==> src/emec_reduce.sv <==
// Registered AND reduction of the per-cell equality bits.
`timescale 1ns / 1ps

module emec_reduce #(
   parameter int N_IN = 1024,
   parameter int GRP  = 32
) (
   input  logic            clock,
   input  logic            en,
   input  logic [N_IN-1:0] eq,
   output logic            all_same
);
   localparam int NGRP  = (N_IN + GRP - 1) / GRP;
   localparam int PAD_W = NGRP * GRP;

   logic [PAD_W-1:0] pad;
   logic [NGRP-1:0]  grp_ff;
   logic [NGRP-1:0]  grp_in;

   // unused tail reads as equal
   if (PAD_W > N_IN) begin : g_pad
      assign pad = {{(PAD_W - N_IN){1'b1}}, eq};
   end else begin : g_nopad
      assign pad = eq;
   end

   // one AND per group
   for (genvar g = 0; g < NGRP; g++) begin : g_grp
      assign grp_in[g] = &pad[g*GRP +: GRP];
   end

   always_ff @(posedge clock) begin
      if (en) begin
         grp_ff <= grp_in;
      end
   end

   assign all_same = &grp_ff;

endmodule

==> config.mk <==
export PLATFORM = sky130hd
export DESIGN_NAME = emec_reduce
export DESIGN_NICKNAME = d
export VERILOG_FILES = /design/src/emec_reduce.sv
export SDC_FILE = /design/constraint.sdc
export NUM_CORES = 1
export LEC_CHECK = 0
export BUFFER_PORTS_ARGS = -buffer_cell sky130_fd_sc_hd__buf_4
export CAP_MARGIN = 20
export CORE_AREA = 2 2 405 407
export DETAILED_ROUTE_END_ITERATION = 10
export DIE_AREA = 0 0 407 409
export GPL_TIMING_DRIVEN = 0
export SLEW_MARGIN = 20
export SYNTH_ARGS = -nofsm -noshare
export SYNTH_HDL_FRONTEND = slang
export SYNTH_SLANG_ARGS = --single-unit
==> constraint.sdc <==
create_clock -name clock -period 1.4 [get_ports clock]
set_input_delay 0.07 -clock clock [delete_from_list [all_inputs] [get_ports clock]]
set_output_delay 0.07 -clock clock [all_outputs]
set_load 0.005 [all_outputs]
==> results by group <==
Status
  • Status: complete, but fails checks
  • Failing checks: setup timing

Global route
  • GRT overflow: 0
  • First-pass GRT wire length: 80700 um
  • Number of global-route vias before repair: 9016
  • Initial antenna violation count: 56
  • Total Routing Usage GR: about 7.6%
  • Pin count of the biggest net entering global routing: 33

Route
  • # DRC: 0
  • Final wirelength: about 68000 um
  • Iter 0 DRT Violations: 667
  • Via-to-Cell Ratio: 2.44
  • Drt first pass iters: 4
  • DR vias: roughly 8800
  • DR WL/cell: ~19 um
  • Final ANT Viol Nets: 0

Timing
  • FMAX: approximately 0.47 GHz
  • Number of slew-limit violations in the final report: 0
  • Worst-Margin Slew: 0.786 ns
  • Fin crit share: 152%
  • Final TNS setup: -0.755 ns
  • # setup viols final: 2
  • Max-slew headroom: 47.4%
  • Final Hold Fails: 0
  • Setup ws final: -0.731 ns
  • Post-route minimum period: 2.13 ns
  • Unrepaired setup endpoints after global routing: true

Cells and area
  • Largest regs: grp_ff: 32 flops
  • Area Growth Syn to Fin: 331%
  • Nets: 2454
  • Largest reg by FF count: grp_ff
  • Share of post-route cells with drive strength above 1: between 70 and 80%
  • Fin area: 13900 um2
  • Max FFs per register: 32

Place
  • Cell Area, Placed: 13700 um2
  • Buffers added on ports: 1026
  • DP HPWL: 61600 um
  • Gpl congestion: 1.01

Die
  • Top Ports: 1027
  • Die Area: 166000 um2
  • CORE AREA: 162000 um2
  • Die Height: a little over 400 um
  • Die width: 407 um
  • Initial cell density of the core: 1.99%
  • Number of cell rows: around 150

CTS
  • CTS root buffer: clkbuf_16
  • Sink Count: 32
  • Reg clk slew, reported paths: 0.08 ns
  • CTS Buf Count: 5
  • CTS max path bufs: 2
  • Max H-tree Level: 2
  • Post-CTS Setup Inserts: 0
  • CTS tree: yes

Pwr
  • Flop pwr share: 22.4%
  • Int Pwr: 0.00363 W
  • Static leakage: 5.49 nW
  • Peak VDD IR: ~0.00038 V
  • Clock network power share: 25.8%
  • Tot Pwr: around 0.0051 W
  • Psw: 0.00143 W
  • Combinational share of power: between 50% and 60%
  • Power per cell area: ~360 nW/um2
  • Sw frac: 28.3%

Yosys
  • Synth Cell Area: ~3200 um2
  • Seq cells post-synth: 32
  • Mapped Cells: 395
  • Unique cell type count in the Yosys netlist: 4
  • Post-Syn Nets: roughly 1400
  • Number of synthesis warnings: 0
  • Post-synthesis sequential area ratio: 29.7%
  • Syn_area_per_cell: 8.18 um2

Setup path
  • CP Max Fanout: 1
  • Worst endpoint required time: 1.33 ns
  • Slowest CP cell: or4_4
  • Kind of critical path: reg -> out
  • CP peak stage delay: 0.71 ns
  • CP startpoint kind: flop
  • CP arrival: 2.06 ns
  • Worst path cell trace: nand4_1 > or4_4 > nor2_4 > buf_6
  • Worst Setup End Kind: primary output

Hold path
  • Worst hold path class: in -> reg

Job
  • Max-cap violations: 0
-- cell usage after synthesis, drive strengths merged --
master	n	area share (%)
nor2	33	3.8
nand4	264	51
or4	66	15
edfxtp	32	30
-- final timing paths --
check                      start          to  slack (ns)  cells past startpoint
worst max-delay path  grp_ff[17]    all_same       -0.73                      4
worst min-delay path     eq[937]  grp_ff[29]        0.18                      4
-- through the flow --
stage	hold slack [ns]	worst slack [ns]	instances	util [%]
after detailed placement	0.533	-0.967	3596	8.43
after global routing	0.168	-0.943	3617	8.58
after global placement	0.522	-0.945	3596	8.43
after floorplan	0.182	0.319	395	-
final	0.179	-0.731	3628	8.59
after CTS	0.132	-1.05	3604	8.56
-- power groups by stage --
stage | sequential, W | clock [W] | combinational [W]
3_5_place_dp | 0.00116 | 0 | 0.00260
6_report | 0.00113 | 0.00131 | 0.00262
2_1_floorplan | 0.00113 | 0 | 0.000107
3_3_place_gp | 0.00116 | 0 | 0.00257
4_1_cts | 0.00114 | 0.00153 | 0.00261
5_1_grt | 0.00114 | 0.00151 | 0.00276
-- cell usage in the layout, fill, tap and decap left out, drive strengths merged --
master	instances
edfxtp	32
clkbuf	7
nand4	264
buf	1026
diode	24
or4	66
clkinv	1
nor2	33
-- area by class of cell --
class | instances | area [um2]
Clock inverter | 1 | 3.75
Antenna cell | 24 | 60.1
Clock buffer | 7 | 133
Fill cell | 18900 | 148000
Multi-Input combinational cell | 363 | 2320
Timing Repair Buffer | 1026 | 7720
Tap cell | 2175 | 2720
Sequential cell | 32 | 961
-- per-layer routing --
layer / track usage [%] / part of all wire, % / up-vias
met1: 9.09 / 40 / 4037
met2: 12.2 / 46 / 705
met3: 2.70 / 10 / 108
li1: - / - / 3977
met4: 2.81 / 3.2 / 16
met5: 0 / 0.14 / -
-- critical path, delay by kind of cell (launching register included) --
family	cells	cell delay, ns
AND/OR/NAND/NOR	3	1.22
buffers and inverters	1	0.13
flip-flops	1	0.36
-- repair_timing --
| action | 4_1_cts | 5_1_grt |
|---|---|---|
| pin swaps | 12 | 2 |
| endpoints found under the setup margin | 6 | 2 |
| gates resized for setup | 19 | 0 |
| hold buffers | 0 | 0 |
-- kinds of logic (layout without fill, tap and decap cells) --
family	Yosys count	after routing	synth area share (%)
buf+inv	0	1034	0
flops	32	32	29.7
other cells	0	24	0
simple gates	363	363	70.3
No activity file was read; power rests on OpenSTA's default activity.
