`config.mk`:
```
export PLATFORM = sky130hd
export DESIGN_NAME = emec_cell
export DESIGN_NICKNAME = d
export VERILOG_FILES = /design/src/emec_pkg.sv /design/src/emec_cell.sv
export SDC_FILE = /design/constraint.sdc
export NUM_CORES = 1
export LEC_CHECK = 0
export ABC_AREA = 1
export BUFFER_PORTS_ARGS = -buffer_cell sky130_fd_sc_hd__buf_2
export CAP_MARGIN = 20
export CORE_ASPECT_RATIO = 0.8
export CORE_MARGIN = 5
export CORE_UTILIZATION = 40
export CTS_CLUSTER_SIZE = 30
export DETAILED_ROUTE_END_ITERATION = 16
export SLEW_MARGIN = 0
export SYNTH_ARGS = -nofsm -noshare
export SYNTH_HDL_FRONTEND = slang
export SYNTH_SLANG_ARGS = --single-unit
```
`constraint.sdc`:
```
create_clock -name clock -period 4.4 [get_ports clock]
set_input_delay 0.44 -clock clock [delete_from_list [all_inputs] [get_ports clock]]
set_output_delay 0.44 -clock clock [all_outputs]
set_load 0.1 [all_outputs]
```
`src/emec_pkg.sv`:
```
// Shared types and constants for the edge multiset equality checker.
`timescale 1ns / 1ps

package emec_pkg;

   // Fixed field widths of the channels
   localparam int EDGE_COUNT_W = 11;
   localparam int NODE_W       = 16;

   // Defaults for the top-level parameters
   localparam int DEF_MAX_EDGES = 1024;
   localparam int DEF_NODE_BITS = 16;

   // Equality bits folded per register of the reduction stage
   localparam int GROUP_SIZE = 32;

   // List selector
   localparam logic LIST_ONE = 1'b0;
   localparam logic LIST_TWO = 1'b1;

   // Control broadcast to every cell
   typedef struct packed {
      logic ins;    // insert the key this cycle
      logic phase;  // list being filled
   } cell_ctrl_type;

   typedef enum logic [1:0] {
      ST_FILL,
      ST_GROUP,
      ST_RESULT
   } state_type;

endpackage

```
`src/emec_cell.sv`:
```
// One insertion cell: holds entry IDX of both sorted edge lists.
`timescale 1ns / 1ps

module emec_cell #(
   parameter int IDX   = 0,
   parameter int CNT_W = 11,
   parameter int KEY_W = 32
) (
   input  logic                   clock,
   input  emec_pkg::cell_ctrl_type ctrl,
   input  logic [CNT_W-1:0]       fill,
   input  logic [CNT_W-1:0]       count,
   input  logic [KEY_W-1:0]       key,
   input  logic [KEY_W-1:0]       prev_val,
   input  logic                   prev_gt,
   output logic [KEY_W-1:0]       sel_val,
   output logic                   gt,
   output logic                   eq
);
   import emec_pkg::*;

   logic [KEY_W-1:0] one_ff;
   logic [KEY_W-1:0] two_ff;
   logic [KEY_W-1:0] val_in;
   logic             take;

   // entry of the list being filled
   assign sel_val = (ctrl.phase == LIST_TWO) ? two_ff : one_ff;

   // occupied entry larger than the key moves one place right
   assign gt   = (CNT_W'(IDX) < fill) && (sel_val > key);
   assign take = gt || (CNT_W'(IDX) == fill);

   // left neighbour shifts in, or the key lands here
   assign val_in = prev_gt ? prev_val : key;

   // entries beyond the list length take no part in the compare
   assign eq = (CNT_W'(IDX) >= count) || (one_ff == two_ff);

   always_ff @(posedge clock) begin
      if (ctrl.ins && take) begin
         if (ctrl.phase == LIST_TWO) begin
            two_ff <= val_in;
         end else begin
            one_ff <= val_in;
         end
      end
   end

endmodule

```
==> flow_summary.toml, run 1 <==
[clock_network]
clk_root_buffer_cell = "clkbuf_16"
tritoncts = "yes"
post-cts-setup-buffer-count = 0
clock_latency_ps = 320
cts_sinks = 64
cts-htree-levels = 3
cts_made_buffers = 9
hold_buffers = 0
cts_resized = 0
clk_pin_slew_ps = 50
cts_buffer_depth = 2

[layout]
layout-drive-gt1-share_pct = 28.62
fin_util_pct = 52.75
final_nets = 697
fin_cells = 716
finalInstanceArea_um2 = 5132
synthToLayoutAreaGrowth_pct = 28.23
antenna_cells = 0
fillers = 926

[grt]
overflow = 0
grt_max_degree = 64
grt_pass1_wl_um = 15930
grt_pass1_vias = 3347
grt_antenna_before_repair = 0
grt_use_total_pct = 16.81

[pwr]
p_int_uw = 1313
power_density_nw_per_um2 = 363.6
power_frac_seq_pct = 38.5
pwr-share-clk_pct = 39.0
p_switching_uw = 553.4
switching_share_pct = 29.66
combPwrFrac_pct = 22.4
peakVddDrop_uv = 179.2
p_leak_uw = 0.002368

[place]
dpl.hpwl_um = 7774
portBuffers = 123
dpl-instance-area_um2 = 4820
finalWeightedCongestion = 0.7779
place_inst = 700

[floorplan]
dieArea_um2 = 12120
core_area_um2 = 9729
die_x_um = 121.8
die_h_um = 99.47
io_pins = 124
start_util_pct = 41.14
num_rows = 32

[critical_path]
critPathTopFamily = "buffers and inverters"
cp_max_fo = 26
max_stage_delay_ps = 450
crit_buf_inv = 3
path_cells = "buf_2 -> inv_2 -> nand2_1 -> nand2_1 -> ha_1 -> nand2_1 -> nor2_2 -> nand2_2 -> nor2_1 -> nand2_1 -> o21ai_1 -> nor2_1 -> nand2_1 -> nand2_1 -> a31oi_2 -> buf_2"
end_kind = "primary output"
r2r-start = "two_ff[27]$_DFFE_PP_"
worstSetupStartpoint = "ctrl[0]"
crit_type = "in2out"
arrival_ps = 2940
slowest_stage = "buf_2"
startpoint_type = "input port"
crit_top_cell = "nand2_1"
crit_required_ps = 3960
reg2reg_slack_ps = 1710

[synthesis]
synth_area_leaders = "edfxtp_1 48%, nand2_1 15%, ha_1 10%"
synth-seq-cells = 64
synthFlopType = "edfxtp_1"
yosysWarnings = 0
synth_commonest_cells = "161 x nand2_1, 64 x edfxtp_1, 41 x inv_1, 39 x o21ai_0, 32 x ha_1"
yosysUniqueCellTypes = 31
synth_cells = 449
netlist.area_leader.share_pct = 48.02
synth_top_cell_by_area = "edfxtp_1"
async_flop_share_pct = 0
yosys.cell_count.top_type = "nand2_1"
syn-num-nets = 571
synth_area_um2 = 4003
ys_seq_area_share_pct = 48.02
synth_edf_count = 64
avgSynthCellArea_um2 = 8.914

[timing]
rsz0062_at_grt = "no"
fin_worst_skew_ps = 6.118
setup_viol = 0
worst_slew_pin_slew_ps = 957.4
period_share_pct = 76.76
slew_violations = 0
maxSlewHeadroom_pct = 36.17
hold_slack_ps = 440.5
fmax_ghz = 0.2961
finalSetupTns_ps = 0
min_period_ps = 3377
finalHoldViolations = 0

[route]
wl_per_cell_um = 13.75
dr.pass1.iters = 4
drtIter0Drc = 185
drc = 0
vias_per_cell = 4.697
ant_nets = 0
drt_wl_total_um = 9847
dr_total_vias = 3363

[flow_run]
cap_viol_max_count = 0

[hold_path]
min_path_type = "in2reg"
hp-start = "prev_val[29]"

[outcome]
status = "finished, final reports clean"
==> cell families after synthesis <==
logic type | count (synthesis) | share of synthesized area [%]
AOI/OAI and AO/OA | 59 | 7.565
xor gates and xnor gates | 25 | 5.470
adders and majority gates | 32 | 10.00
buffers and inverters | 58 | 5.783
DFF | 64 | 48.01
muxes | 1 | 0.2813
and+or+nand+nor | 210 | 22.88
==> power by group through the flow <==
stage | registers (uW) | logic [uW] | clock network (uW)
floorplan | 729 | 310 | 0
global placement | 730 | 418 | 0
detailed placement | 731 | 422 | 0
CTS | 719 | 424 | 741
global route | 721 | 460 | 771
finish | 719 | 419 | 728
==> cells in the final DEF (no fill, tap or decap) <==
cell / netlist / layout
a21o_1: 1 / 1
a21oi_1: 13 / 13
a31oi_2: 0 / 1
buf_12: 0 / 1
buf_2: 0 / 123
buf_4: 1 / 4
bufinv_16: 0 / 2
clkbuf_1: 11 / 1
clkbuf_16: 0 / 9
clkinv_1: 1 / 2
clkinv_2: 0 / 1
clkinvlp_4: 0 / 2
edfxtp_1: 64 / 64
ha_1: 32 / 32
inv_1: 41 / 41
inv_2: 3 / 3
mux2_2: 1 / 1
nand2_1: 161 / 161
nand2_2: 3 / 3
nand3_1: 10 / 10
nand4_1: 3 / 3
nand4_4: 1 / 1
nor2_1: 11 / 9
nor2_2: 2 / 2
nor2_4: 1 / 3
nor3_1: 2 / 2
nor4_1: 5 / 5
nor4_2: 2 / 2
nor4_4: 1 / 1
o21a_2: 1 / 1
o21ai_0: 39 / 33
o21ai_1: 4 / 4
o21ai_2: 0 / 6
or2_0: 3 / 3
or2_1: 4 / 4
or3_1: 1 / 1
xnor2_1: 25 / 25
==> sequential cells by signal (all words and copies together) (netlist names) <==
signal	flops
two_ff	32
one_ff	32
==> per-layer routing <==
metal	wire (um)	global-route usage, %
met3	685	4.832
met2	4493	26.61
met4	98	4.910
met1	4569	22.54
met5	0	0
==> metrics by stage <==
step	power, uW	worst slack [ps]
finish	1866	1023
global route	1952	686.3
floorplan	1039	52.28
CTS	1884	1011
detailed placement	1153	877.7
global placement	1148	925.5
==> layout make-up <==
cell class | count | area (um^2) | area share, %
flip-flops and latches | 64 | 1922 | 37.45
multi-input cells | 327 | 1893 | 36.88
repair buffers | 128 | 665.6 | 12.97
clock buffers | 10 | 229.0 | 4.461
well taps | 136 | 170.2 | 3.315
inverters | 45 | 168.9 | 3.291
clock inverters | 6 | 83.83 | 1.633
==> worst register-to-register path, stage by stage, from the launching register on <==
cell	delay (ps)
edfxtp_1	420
nand2_1	90
nand2_1	70
ha_1	290
nand2_1	80
nor2_2	130
nand2_2	100
nor2_1	90
nand2_1	50
o21ai_1	70
nor2_1	50
nand2_1	60
nand2_1	70
nand2_1	60
nand2_1	120
nor2_4	420
buf_12	230
==> path summary, 6_finish.rpt <==
check / endpoint / cells after the start
setup / recovery: gt / 16
hold / removal: one_ff[29]$_DFFE_PP_ / 3
setup reg to reg: one_ff[8]$_DFFE_PP_ / 16
hold reg to reg: two_ff[15]$_DFFE_PP_ / 11
(Power assumes the default switching activity.)
==> inputs of run 2 (changes only) <==
- ABC_AREA: 1 -> 0
- PLACE_DENSITY: unset -> 0.68
- clock period: 4.4 -> 3.1 ns (I/O delays scaled with it)
==> flow_summary.toml, run 2 <==
[pwr]
power_uw = 2622
p_leak_uw = 0.002411
power_density_nw_per_um2 = 480.1
peakVddDrop_uv = 277.1

[grt]
grt_max_degree = 46
grt_use_total_pct = 17.45
overflow = 0
grt_pass1_wl_um = 16130
grt_pass1_vias = 3198
grt_antenna_before_repair = 0

[route]
wl_per_cell_um = 17.32
ant_nets = 0
vias_per_cell = 5.148
drtIter0Drc = 112
drt_wl_total_um = 10670
dr.pass1.iters = 6
dr_total_vias = 3171
drc = 0

[layout]
most-common-layout-cells = "121 x buf_2, 64 x edfxtp_1, 38 x nand2_1"
final_nets = 614
layout_commonest_cell = "buf_2"
fillers = 819
reg.largest.list = "one_ff x32, two_ff x32"
antenna_cells = 0
fin_cells = 616
synthToLayoutAreaGrowth_pct = 38.75
multi_input_area_um2 = 2138
layout-drive-gt1-share_pct = 42.86
regArea_um2 = 1922

[synthesis]
async_flop_share_pct = 0
synth-seq-cells = 64
synth_commonest_cells = "64 x edfxtp_1, 38 x nand2_1, 36 x o21ai_0, 33 x inv_1"
syn-num-nets = 469
yosysUniqueCellTypes = 35
synth_area_um2 = 3936
yosysWarnings = 0
ys_seq_area_share_pct = 48.82
yosys.cell_count.top_type = "edfxtp_1"
synthFlopType = "edfxtp_1"
netlist.area_leader.share_pct = 48.82
synth_area_leaders = "edfxtp_1 49%, ha_1 10%, mux2_2 9.2%"
synth_top_cell_by_area = "edfxtp_1"
synth_cells = 347
avgSynthCellArea_um2 = 11.34
synth_edf_count = 64

[timing]
worst_slew_pin_slew_ps = 737.8
fin_worst_skew_ps = 5.761
setup_viol = 0
fmax_ghz = 0.3279
slew_violations = 0
period_share_pct = 98.37
min_period_ps = 3050
finalHoldViolations = 0
maxSlewHeadroom_pct = 50.81
rsz0062_at_grt = "no"
hold_slack_ps = 310.7

[critical_path]
end_kind = "primary output"
arrival_ps = 2740
crit_required_ps = 2790
cp_max_fo = 4
crit_type = "reg2out"
startpoint_type = "register"
reg2reg_slack_ps = 210

[floorplan]
dieArea_um2 = 11940
start_util_pct = 40.96
num_rows = 32
io_pins = 124
die_x_um = 120.9
core_area_um2 = 9609
die_h_um = 98.73

[hold_path]
min_path_type = "in2reg"

[place]
finalWeightedCongestion = 0.8359
portBuffers = 123
place_inst = 587
dpl.hpwl_um = 8334

[clock_network]
cts_sinks = 64
clock_latency_ps = 320
cts-htree-levels = 3
clk_pin_slew_ps = 50
tritoncts = "yes"
clk_root_buffer_cell = "clkbuf_16"
cts_buffer_depth = 2
cts_made_buffers = 9

[outcome]
status = "finished, final reports clean"

[flow_run]
cap_viol_max_count = 0
run 2: worst paths after layout:
kind,start,to,cells after the start
worst min-delay path,prev_val[16],two_ff[16]$_DFFE_PP_,3
worst max-delay path,one_ff[31]$_DFFE_PP_,gt,8
worst min register to register,one_ff[31]$_DFFE_PP_,one_ff[15]$_DFFE_PP_,7
worst max register to register,one_ff[24]$_DFFE_PP_,one_ff[10]$_DFFE_PP_,10
run 2: metal layers:
| metal | vias up | share of wire (%) | wire (um) | global-route usage, % |
|---|---|---|---|---|
| met4 | 0 | 1.2 | 123 | 4.791 |
| met1 | 1489 | 46 | 4883 | 23.57 |
| met2 | 94 | 47 | 4976 | 28.18 |
| li1 | 1577 | - | - | - |
| met5 | - | 0 | 0 | 0 |
| met3 | 11 | 6.4 | 688 | 4.188 |
run 2: layout make-up:
cell class	instances	area share, %
timing repair buffer	145	15.53
clock buffer	11	4.261
tap	119	2.726
clock inverter	5	0.8706
sequential	64	35.19
multi-input combinational	239	39.15
inverter	33	2.268
run 2: logic make-up (layout without fill, tap and decap cells):
| kind of cell | count (synthesis) | count (layout) | share of synthesized area (%) |
|---|---|---|---|
| muxes | 33 | 33 | 9.409 |
| DFF | 64 | 64 | 48.82 |
| xor gates and xnor gates | 32 | 32 | 7.120 |
| and+or+nand+nor | 79 | 79 | 10.62 |
| AOI/OAI and AO/OA | 63 | 63 | 9.632 |
| buffers and inverters | 44 | 194 | 4.228 |
| adders and majority gates | 32 | 32 | 10.17 |
run 2: report_power, final:
group | total [uW] | internal, uW | switching [uW] | leakage (uW)
Clock | 941 | 613 | 328 | 0.000138
Combinational | 656 | 222 | 434 | 0.00168
Sequential | 1020 | 1000 | 20.4 | 0.000589
run 2: worst max-delay path, stage by stage, from the launching register on:
cell and delay [ps]:
edfxtp_1 410, mux2_4 310, ha_4 290, nand4_4 140, or2_4 270, nor3_4 260
o31ai_4 130, a221oi_4 380, buf_12 220
run 2: repair_timing:
item                                    4_1_cts  5_1_grt
endpoints found under the setup margin        1        1
buffers inserted                              4        9
pin swaps                                     2        8
gates resized for setup                       3       10
hold buffers                                  0        0
run 2: per-stage QoR:
| step | area (um^2) | setup slack [ps] | util [%] | setup TNS (ps) |
|---|---|---|---|---|
| 2_1_floorplan | 4151 | -277.3 | - | -15740 |
| 3_3_place_gp | 4970 | 59.83 | 51.72 | 0 |
| 3_5_place_dp | 4970 | -30.54 | 51.72 | -30.54 |
| 4_1_cts | 5295 | 2.972 | 55.10 | 0 |
| 5_1_grt | 5461 | 0.5451 | 56.84 | 0 |
| 6_report | 5461 | 50.39 | 56.84 | 0 |
